[src/rtl/cddc_pkg.sv]
// Shared types, opcodes and segment codes for the clock dial display and chime block.
// No dependencies; every rtl module imports this package.

package cddc_pkg;

  localparam int unsigned HOUR_W   = 4;
  localparam int unsigned ANGLE_W  = 9;
  localparam int unsigned SAMPLE_W = 12;
  localparam int unsigned LEVEL_W  = 16;
  localparam int unsigned OP_W     = 3;

  localparam logic [HOUR_W-1:0]  HOUR_MAX   = 4'd12;
  localparam logic [ANGLE_W-1:0] DIAL_STEP  = 9'd30;
  localparam logic [3:0]         DIGIT_MAX  = 4'd9;
  localparam logic [3:0]         DEGREE_IDX = 4'd10;

  typedef enum logic [OP_W-1:0] {
    OP_SCAN   = 3'd0,
    OP_HOUR   = 3'd1,
    OP_BEEP   = 3'd2,
    OP_MUTE   = 3'd3,
    OP_LIGHT  = 3'd4,
    OP_SAMPLE = 3'd5
  } cddc_op_e;

  // One-hot event strobes for the item being processed this cycle.
  typedef struct packed {
    logic scan;
    logic hour;
    logic beep;
    logic mute;
    logic light;
    logic sample;
  } cddc_evt_t;

  // 7-segment codes: digits 0..9, then the degree sign.
  function automatic logic [11:0] seg_lookup(input logic [3:0] idx);
    logic [11:0] code;
    case (idx)
      4'd0:    code = 12'hFC0;
      4'd1:    code = 12'h600;
      4'd2:    code = 12'hDA0;
      4'd3:    code = 12'hF20;
      4'd4:    code = 12'h660;
      4'd5:    code = 12'hB60;
      4'd6:    code = 12'hBE0;
      4'd7:    code = 12'hE00;
      4'd8:    code = 12'hFE0;
      4'd9:    code = 12'hF60;
      4'd10:   code = 12'hC60;
      default: code = 12'h000;
    endcase
    return code;
  endfunction

endpackage

[src/rtl/cddc_display.sv]
// Hour counter, dial angle, digit scan and 24-bit display frame store.
// Depends on cddc_pkg.

module cddc_display import cddc_pkg::*; (
  input  logic              clk_i,
  input  logic              rst_ni,
  input  cddc_evt_t         evt_i,
  output logic [HOUR_W-1:0] hour_o,
  output logic [7:0]        frame0_o,
  output logic [7:0]        frame1_o,
  output logic [7:0]        frame2_o
);

  localparam logic [1:0] POS_HUNDREDS = 2'd0;
  localparam logic [1:0] POS_TENS     = 2'd1;
  localparam logic [1:0] POS_DEGREE   = 2'd3;

  logic [HOUR_W-1:0]  hour_q, hour_d;
  logic [ANGLE_W-1:0] dial_q, dial_d;
  logic [ANGLE_W-1:0] scan_q, scan_d;
  logic [1:0]         pos_q, pos_d;
  logic               blank_q, blank_d;
  logic [7:0]         f0_q, f0_d, f1_q, f1_d, f2_q, f2_d;

  logic [14:0]        prod_hund;
  logic [16:0]        prod_tens;
  logic [ANGLE_W-1:0] quo;
  logic [6:0]         place;
  logic [3:0]         digit;
  logic [10:0]        place_sub;
  logic [ANGLE_W-1:0] scan_rem;
  logic [3:0]         seg_idx;
  logic               seg_en;
  logic [11:0]        seg;
  logic [HOUR_W-1:0]  hour_inc;

  // Divide by the place value with reciprocal multiplies; exact for 9-bit angles.
  always_comb begin
    prod_hund = 15'(scan_q) * 15'd41;
    prod_tens = 17'(scan_q) * 17'd205;
    case (pos_q)
      POS_HUNDREDS: begin
        quo   = ANGLE_W'(prod_hund >> 12);
        place = 7'd100;
      end
      POS_TENS: begin
        quo   = ANGLE_W'(prod_tens >> 11);
        place = 7'd10;
      end
      default: begin
        quo   = scan_q;
        place = 7'd1;
      end
    endcase
    digit     = (quo > ANGLE_W'(DIGIT_MAX)) ? DIGIT_MAX : quo[3:0];
    place_sub = 11'(digit) * 11'(place);
    scan_rem  = scan_q - place_sub[ANGLE_W-1:0];
  end

  always_comb begin
    hour_d   = hour_q;
    dial_d   = dial_q;
    scan_d   = scan_q;
    pos_d    = pos_q;
    blank_d  = blank_q;
    f0_d     = f0_q;
    f1_d     = f1_q;
    f2_d     = f2_q;
    seg_en   = 1'b0;
    seg_idx  = digit;
    hour_inc = hour_q + 4'd1;

    if (evt_i.scan) begin
      f0_d = 8'h00;
      f1_d = f1_q & 8'hF0;
      if (pos_q != POS_DEGREE) begin
        if (quo == '0 && pos_q == POS_HUNDREDS) begin
          blank_d = 1'b1;
        end else if (quo == '0 && blank_q) begin
          // hold the leading zero blank
          blank_d = blank_q;
        end else begin
          blank_d = 1'b0;
          scan_d  = scan_rem;
          seg_en  = 1'b1;
        end
      end else if (dial_q != '0) begin
        seg_en  = 1'b1;
        seg_idx = DEGREE_IDX;
      end
      if (seg_en) begin
        f0_d = f0_d | seg[7:0];
        f1_d = f1_d | {4'h0, seg[11:8]};
      end
      // accumulate the hour bar
      if (hour_q != '0) begin
        if (hour_q <= 4'd8) begin
          f2_d = f2_d | (8'h80 >> (hour_q - 4'd1));
        end else begin
          f1_d = f1_d | (8'h80 >> 3'(hour_q - 4'd9));
        end
      end
      f0_d = f0_d | {4'h0, 4'b1000 >> pos_q};
      if (pos_q == POS_DEGREE) begin
        scan_d  = dial_q;
        pos_d   = POS_HUNDREDS;
        blank_d = 1'b0;
      end else begin
        pos_d = pos_q + 2'd1;
      end
    end else if (evt_i.hour) begin
      hour_d = hour_inc;
      dial_d = dial_q + DIAL_STEP;
      if (hour_inc > HOUR_MAX) begin
        hour_d = '0;
        dial_d = '0;
        f0_d   = 8'h00;
        f1_d   = 8'h00;
        f2_d   = 8'h00;
      end
    end
  end

  assign seg = seg_lookup(seg_idx);

  always_ff @(posedge clk_i or negedge rst_ni) begin
    if (!rst_ni) begin
      hour_q  <= '0;
      dial_q  <= '0;
      scan_q  <= '0;
      pos_q   <= POS_HUNDREDS;
      blank_q <= 1'b0;
      f0_q    <= 8'h00;
      f1_q    <= 8'h00;
      f2_q    <= 8'h00;
    end else begin
      hour_q  <= hour_d;
      dial_q  <= dial_d;
      scan_q  <= scan_d;
      pos_q   <= pos_d;
      blank_q <= blank_d;
      f0_q    <= f0_d;
      f1_q    <= f1_d;
      f2_q    <= f2_d;
    end
  end

  assign hour_o   = hour_q;
  assign frame0_o = f0_d;
  assign frame1_o = f1_d;
  assign frame2_o = f2_d;

  a_hour_range: assert property (@(posedge clk_i) disable iff (!rst_ni)
    hour_q <= HOUR_MAX)
    else $error("hour count beyond twelve");

  a_dial_tracks_hour: assert property (@(posedge clk_i) disable iff (!rst_ni)
    dial_q == ANGLE_W'(ANGLE_W'(hour_q) * DIAL_STEP))
    else $error("dial angle out of step with hour count");

endmodule

[src/rtl/cddc_chime.sv]
// Hourly chime sequencer: arms on a scan, plays beeps on beep ticks, mute toggle.
// Depends on cddc_pkg.

module cddc_chime import cddc_pkg::*; (
  input  logic              clk_i,
  input  logic              rst_ni,
  input  cddc_evt_t         evt_i,
  input  logic [HOUR_W-1:0] hour_i,
  output logic              tone_o,
  output logic              muted_o
);

  logic              active_q, active_d;
  logic              done_q, done_d;
  logic [HOUR_W-1:0] beeps_q, beeps_d;
  logic              phase_q, phase_d;
  logic              tone_q, tone_d;
  logic              muted_q, muted_d;

  always_comb begin
    active_d = active_q;
    done_d   = done_q;
    beeps_d  = beeps_q;
    phase_d  = phase_q;
    tone_d   = tone_q;
    muted_d  = muted_q;
    if (evt_i.scan) begin
      if (!muted_q && !active_q && !done_q) begin
        active_d = 1'b1;
        beeps_d  = hour_i;
      end
    end
    if (evt_i.hour) begin
      done_d = 1'b0;
    end
    if (evt_i.beep && active_q) begin
      if (beeps_q != '0 && beeps_q <= HOUR_MAX) begin
        if (phase_q) begin
          tone_d  = 1'b1;
          phase_d = 1'b0;
        end else begin
          tone_d  = 1'b0;
          phase_d = 1'b1;
          beeps_d = beeps_q - 4'd1;
        end
      end else begin
        // count spent: end the chime until the next hour
        active_d = 1'b0;
        done_d   = 1'b1;
      end
    end
    if (evt_i.mute) begin
      muted_d = !muted_q;
    end
  end

  always_ff @(posedge clk_i or negedge rst_ni) begin
    if (!rst_ni) begin
      active_q <= 1'b0;
      done_q   <= 1'b0;
      beeps_q  <= '0;
      phase_q  <= 1'b0;
      tone_q   <= 1'b0;
      muted_q  <= 1'b0;
    end else begin
      active_q <= active_d;
      done_q   <= done_d;
      beeps_q  <= beeps_d;
      phase_q  <= phase_d;
      tone_q   <= tone_d;
      muted_q  <= muted_d;
    end
  end

  assign tone_o  = tone_d;
  assign muted_o = muted_d;

  a_active_done_excl: assert property (@(posedge clk_i) disable iff (!rst_ni)
    !(active_q && done_q))
    else $error("chime both active and done");

endmodule

[src/rtl/clock_dial_display_chime.sv]
// Clock dial display and chime controller: takes one event transaction per cycle (scan,
// hour, beep, mute, light press, light sample) while m_axis_tready_i is high, and returns
// exactly one result transaction for each. An event is held in the input register, is
// decoded and applied to the display, chime and backlight state, and its result lands in
// the output register; the output register sets the sustained rate, and s_axis_tready_o
// follows m_axis_tready_i within the cycle when both stages are full. Depends on
// cddc_pkg, cddc_display and cddc_chime.

module clock_dial_display_chime import cddc_pkg::*; (
  input  logic          clk_i,
  input  logic          rst_ni,
  input  logic          s_axis_tvalid_i,
  output logic          s_axis_tready_o,
  input  logic [15:0]   s_axis_tdata_i,  // [11:0] light_sample, [15:12] zero
  input  logic [OP_W-1:0] s_axis_tuser_i, // [2:0] opcode
  output logic          m_axis_tvalid_o,
  input  logic          m_axis_tready_i,
  // [7:0] frame_byte0, [15:8] frame_byte1, [23:16] frame_byte2, [24] tone_on,
  // [25] mute_led, [26] boost_led, [42:27] backlight_level, [47:43] zero
  output logic [47:0]   m_axis_tdata_o,
  output logic          m_axis_tuser_o   // [0] frame_send
);

  logic                in_valid_q, in_valid_d;
  logic [OP_W-1:0]     op_q;
  logic [SAMPLE_W-1:0] sample_q;
  logic                proc;
  logic                s_fire;
  cddc_evt_t           evt;

  logic                out_valid_q, out_valid_d;
  logic [47:0]         out_data_q;
  logic                out_send_q;

  logic [HOUR_W-1:0]   hour;
  logic [7:0]          frame0, frame1, frame2;
  logic                tone, muted;
  logic                boost_q, boost_d;
  logic [LEVEL_W-1:0]  level_q, level_d;
  logic [47:0]         result;

  assign proc            = in_valid_q && (!out_valid_q || m_axis_tready_i);
  assign s_axis_tready_o = !in_valid_q || proc;
  assign s_fire          = s_axis_tvalid_i && s_axis_tready_o;

  always_comb begin
    evt = '0;
    if (proc) begin
      case (op_q)
        OP_SCAN:   evt.scan   = 1'b1;
        OP_HOUR:   evt.hour   = 1'b1;
        OP_BEEP:   evt.beep   = 1'b1;
        OP_MUTE:   evt.mute   = 1'b1;
        OP_LIGHT:  evt.light  = 1'b1;
        OP_SAMPLE: evt.sample = 1'b1;
        default:   evt = '0;
      endcase
    end
  end

  cddc_display u_display (
    .clk_i    (clk_i),
    .rst_ni   (rst_ni),
    .evt_i    (evt),
    .hour_o   (hour),
    .frame0_o (frame0),
    .frame1_o (frame1),
    .frame2_o (frame2)
  );

  cddc_chime u_chime (
    .clk_i   (clk_i),
    .rst_ni  (rst_ni),
    .evt_i   (evt),
    .hour_i  (hour),
    .tone_o  (tone),
    .muted_o (muted)
  );

  // Backlight level: sample times four, or times twelve when boosted.
  always_comb begin
    boost_d = evt.light ? !boost_q : boost_q;
    level_d = level_q;
    if (evt.sample) begin
      level_d = {2'b00, sample_q, 2'b00}
              + (boost_q ? {1'b0, sample_q, 3'b000} : {LEVEL_W{1'b0}});
    end
  end

  always_comb begin
    result = '0;
    if (evt.scan) begin
      result[23:0] = {frame2, frame1, frame0};
    end
    result[24]    = tone;
    result[25]    = muted;
    result[26]    = boost_d;
    result[42:27] = level_d;
  end

  always_comb begin
    in_valid_d = in_valid_q;
    if (s_fire) begin
      in_valid_d = 1'b1;
    end else if (proc) begin
      in_valid_d = 1'b0;
    end
    out_valid_d = out_valid_q;
    if (proc) begin
      out_valid_d = 1'b1;
    end else if (m_axis_tready_i) begin
      out_valid_d = 1'b0;
    end
  end

  always_ff @(posedge clk_i or negedge rst_ni) begin
    if (!rst_ni) begin
      in_valid_q  <= 1'b0;
      out_valid_q <= 1'b0;
      boost_q     <= 1'b0;
      level_q     <= '0;
    end else begin
      in_valid_q  <= in_valid_d;
      out_valid_q <= out_valid_d;
      boost_q     <= boost_d;
      level_q     <= level_d;
    end
  end

  always_ff @(posedge clk_i) begin
    if (s_fire) begin
      op_q     <= s_axis_tuser_i;
      sample_q <= s_axis_tdata_i[SAMPLE_W-1:0];
    end
    if (proc) begin
      out_data_q <= result;
      out_send_q <= evt.scan;
    end
  end

  assign m_axis_tvalid_o = out_valid_q;
  assign m_axis_tdata_o  = out_data_q;
  assign m_axis_tuser_o  = out_send_q;

  a_proc_fills_out: assert property (@(posedge clk_i) disable iff (!rst_ni)
    proc |=> m_axis_tvalid_o)
    else $error("processed item produced no result");

  a_no_send_no_frame: assert property (@(posedge clk_i) disable iff (!rst_ni)
    m_axis_tvalid_o && !m_axis_tuser_o |-> m_axis_tdata_o[23:0] == 24'h000000)
    else $error("frame bytes present without a frame send");

endmodule

[config.mk]
export PLATFORM = sky130hd
export DESIGN_NAME = clock_dial_display_chime
export DESIGN_NICKNAME = d
export VERILOG_FILES = /design/src/rtl/cddc_pkg.sv /design/src/rtl/cddc_display.sv /design/src/rtl/cddc_chime.sv /design/src/rtl/clock_dial_display_chime.sv
export SDC_FILE = /design/constraint.sdc
export NUM_CORES = 1
export LEC_CHECK = 0
export BUFFER_PORTS_ARGS = -buffer_cell sky130_fd_sc_hd__buf_4
export CAP_MARGIN = 20
export CORE_MARGIN = 1.5
export CORE_UTILIZATION = 25
export CTS_BUF_LIST = sky130_fd_sc_hd__clkbuf_16
export CTS_CLUSTER_DIAMETER = 200
export DETAILED_ROUTE_END_ITERATION = 8
export PLACE_DENSITY = 0.48
export SYNTH_ARGS = -nofsm -noshare
export SYNTH_HDL_FRONTEND = slang
export SYNTH_SLANG_ARGS = --single-unit
[constraint.sdc]
create_clock -name clk_i -period 7.4 [get_ports clk_i]
set_clock_uncertainty 0.1 [all_clocks]
set_input_delay 0.37 -clock clk_i [delete_from_list [all_inputs] [get_ports clk_i]]
set_output_delay 0.37 -clock clk_i [all_outputs]
set_load 0.02 [all_outputs]
==> results.yml <==
critical_path:
  timing.critical_path.to: "u_display.scan_q[8]$_DFFE_PN0P_"
  setup.worst_path.start_class: "register"
  cpMostUsedCell: "fa_1"
  crit_family: "adder cells"
  cp.depth: 28
  cp.buffers_inverters: 6
  critical_path_class: "reg -> reg"
  path_max_fanout: 5
  reg2reg_slack_ns: 0.31
  cp_slowest_cell: "fa_1"
  required_ns: 7.60
  r2r_cells: 28
  crit_path_max_incr_delay_ns: 0.51
  r2r_end: "u_display.scan_q[8]$_DFFE_PN0P_"
  crit_arrival_ns: 7.29
  startpoint: "u_display.scan_q[7]$_DFFE_PN0P_"
  rr_startpoint: "u_display.scan_q[7]$_DFFE_PN0P_"
  end_kind: "register"
yosys:
  syn_area_per_cell_um2: 10.2
  ys_seq_area_share_pct: 38.8
  synth-main-ff-cell: "dfrtp_1"
  syn_area_um2: 8690
  ys_ff_latch: 123
  yosysWarnings: 0
  postSynth.asyncResetShare_pct: 52.0
  synth-edff-count: 59
  synth.distinct_cells: 69
  syn_inst: 853
placement:
  dpl_worst_slack_ns: -0.214
  dp.final_hpwl_um: 15300
  numPortBuffers: 64
  place_congestion: 0.771
  placed_area_um2: 10100
final_layout:
  drive_gt1_share_pct: 21.4
  fin_area_um2: 11000
  post-route-util_pct: 32.0
  fillers: 3595
  antenna_cells: 0
  syn_to_final_growth_pct: 26.5
  nNetsFinal: 1155
clocking:
  cts-root-buf: "clkbuf_16"
  clkLatencyLatePin_ns: 0.42
  cts.sinks: 123
  cts.clk_slew.worst_paths_ns: 0.07
  cts_made_buffers: 17
  clockBufferDepth: 2
  cts_tree: "done"
  cts.htree.levels: 4
grt:
  track_usage_pct: 11.4
  antenna_found_initial: 0
  grt_max_degree: 65
  grt_pass1_vias: 6395
  grt_pass1_wl_um: 32600
  grt_overflow: 0
floorplanning:
  die-area_um2: 35900
  top_level_ports: 74
  core_um2: 34400
  die-height_um: 189
  start_util_pct: 25.3
  fp.dieW_um: 189
  rows: 68
routing:
  vias: 6405
  ant_nets: 0
  dr.pass1.iters: 4
  wire_per_inst_um: 13.8
  routed_wirelength_um: 20000
  drc: 0
  via_per_inst: 4.43
  initialDrtViolationCount: 262
sta:
  whs_ns: -0.0362
  slew_viol_final: 0
  relSlewSlack_pct: 34.1
  setup_tns_ns: 0
  fin_crit_sh_pct: 95.8
  hold_viol: 25
  fin_crit_ns: 7.09
  fmax_mhz: 141
  setup_viol_count_final: 0
  fin_ws_ns: 0.309
  worst_pin_slew_ns: 0.985
hold_path:
  hp-class: "in -> async"
status:
  violations: "hold timing"
  status: "complete, but fails checks"
flow_run:
  drv_cap: 0
==> per-layer routing <==
layer	wire, µm	vias up	global-route usage, %
met2	9650	95	19.7
met5	0	-	0
met3	729	13	2.45
met1	9420	3059	14.7
met4	170	0	2.44
li1	-	3238	-
==> stage by stage <==
stage / hold slack [ns] / instances
after global routing: 0.00124 / 1447
after detailed placement: 0.366 / 1407
after CTS: 0.00431 / 1440
after global placement: 0.359 / 1407
after floorplan: -0.0256 / 858
final: -0.0362 / 1447
==> sequential cells by signal (all words and copies together) (netlist names), 2 cells and up <==
signal and flops:
op_q 3, u_display.f1_q 4, level_q 16, u_display.hour_o 4
u_display.dial_q 8, m_axis_tdata_o 43, u_chime.beeps_q 4, u_display.scan_q 9
u_display.pos_q 2, sample_q 12, u_display.f2_q 8
==> timing repair <==
action,4_1_cts,5_1_grt
endpoints found under the setup margin,4,4
gates resized for setup,15,35
hold buffers,0,0
pin swaps,11,30
setup buffers,1,8
==> cell type report <==
type	instances	area (µm²)	area share (%)
multi-input combinational	609	5120	46.6
inverter	102	383	3.48
tap	455	569	5.18
sequential	123	3380	30.7
clock inverter	15	165	1.50
clock buffer	17	425	3.87
timing repair buffer	126	957	8.71
==> worst min-delay path by stage <==
| stage | cells past startpoint | startpoint | end |
|---|---|---|---|
| floorplan | 0 | rst_ni | boost_q$_DFF_PN0_ |
| global placement | 1 | u_display.f1_q[5]$_DFF_PN0_ | u_display.f1_q[5]$_DFF_PN0_ |
| detailed placement | 1 | u_display.f1_q[7]$_DFF_PN0_ | u_display.f1_q[7]$_DFF_PN0_ |
| CTS | 1 | s_axis_tdata_i[9] | sample_q[9]$_DFFE_PP_ |
| global route | 1 | s_axis_tuser_i[2] | op_q[2]$_DFFE_PP_ |
| finish | 1 | rst_ni | u_display.pos_q[1]$_DFFE_PN0P_ |
==> placed cells by master, fill, tap and decap left out, types with 4 or more instances in the layout <==
cell type  count
buf_4        123
ha_1         115
inv_1        100
dfrtp_1       62
nand2_1       60
edfxtp_1      59
nor2_1        51
a21oi_1       45
o21ai_0       40
fa_1          26
a21o_1        23
and2_1        20
xor2_1        17
clkbuf_16     17
xnor2_1       13
nand2b_1      12
nor3_1        12
nand3_1       12
ha_4          10
a211oi_1       9
and3_1         9
o21ai_1        7
o31ai_1        7
or4_1          6
or3_1          6
conb_1         6
nand4_1        5
or2_2          5
a211o_1        5
o21a_1         5
mux2i_1        5
nor3b_1        4
o22ai_1        4
a21oi_2        4
nor2b_1        4
inv_6          4
==> cell families after synthesis <==
| family | count (synthesis) | synth area share (%) |
|---|---|---|
| mux | 8 | 0.964 |
| buf+inv | 126 | 5.70 |
| other cells | 1 | 0.0431 |
| flops | 123 | 38.8 |
| fa+ha+maj | 153 | 24.4 |
| xor+xnor | 30 | 3.02 |
| compound gates | 182 | 13.7 |
| simple gates | 230 | 13.4 |
==> cells in the mapped netlist, drive strengths merged, types with 6 or more instances <==
cell type / number / area share (%)
nand3: 14 / 0.81
a21o: 23 / 2.0
or3: 6 / 0.43
o31ai: 7 / 0.60
edfxtp: 59 / 20
clkbuf: 17 / 0.73
inv: 102 / 4.4
nor2b: 6 / 0.43
nor2: 51 / 2.2
xor2: 17 / 1.7
nand2b: 12 / 0.86
o21ai: 50 / 3.0
buf: 7 / 0.56
and3: 12 / 0.86
nand2: 60 / 2.6
a21oi: 50 / 2.9
dfrtp: 64 / 18
or4: 7 / 0.65
ha: 125 / 18
a211oi: 10 / 0.86
fa: 28 / 6.4
xnor2: 13 / 1.3
or2: 6 / 0.43
and2: 21 / 1.5
nor3: 15 / 0.86
Power is left out: the tool's default activity adds up to more than one toggle a clock period on the data nets, which glitch-free logic cannot reach.
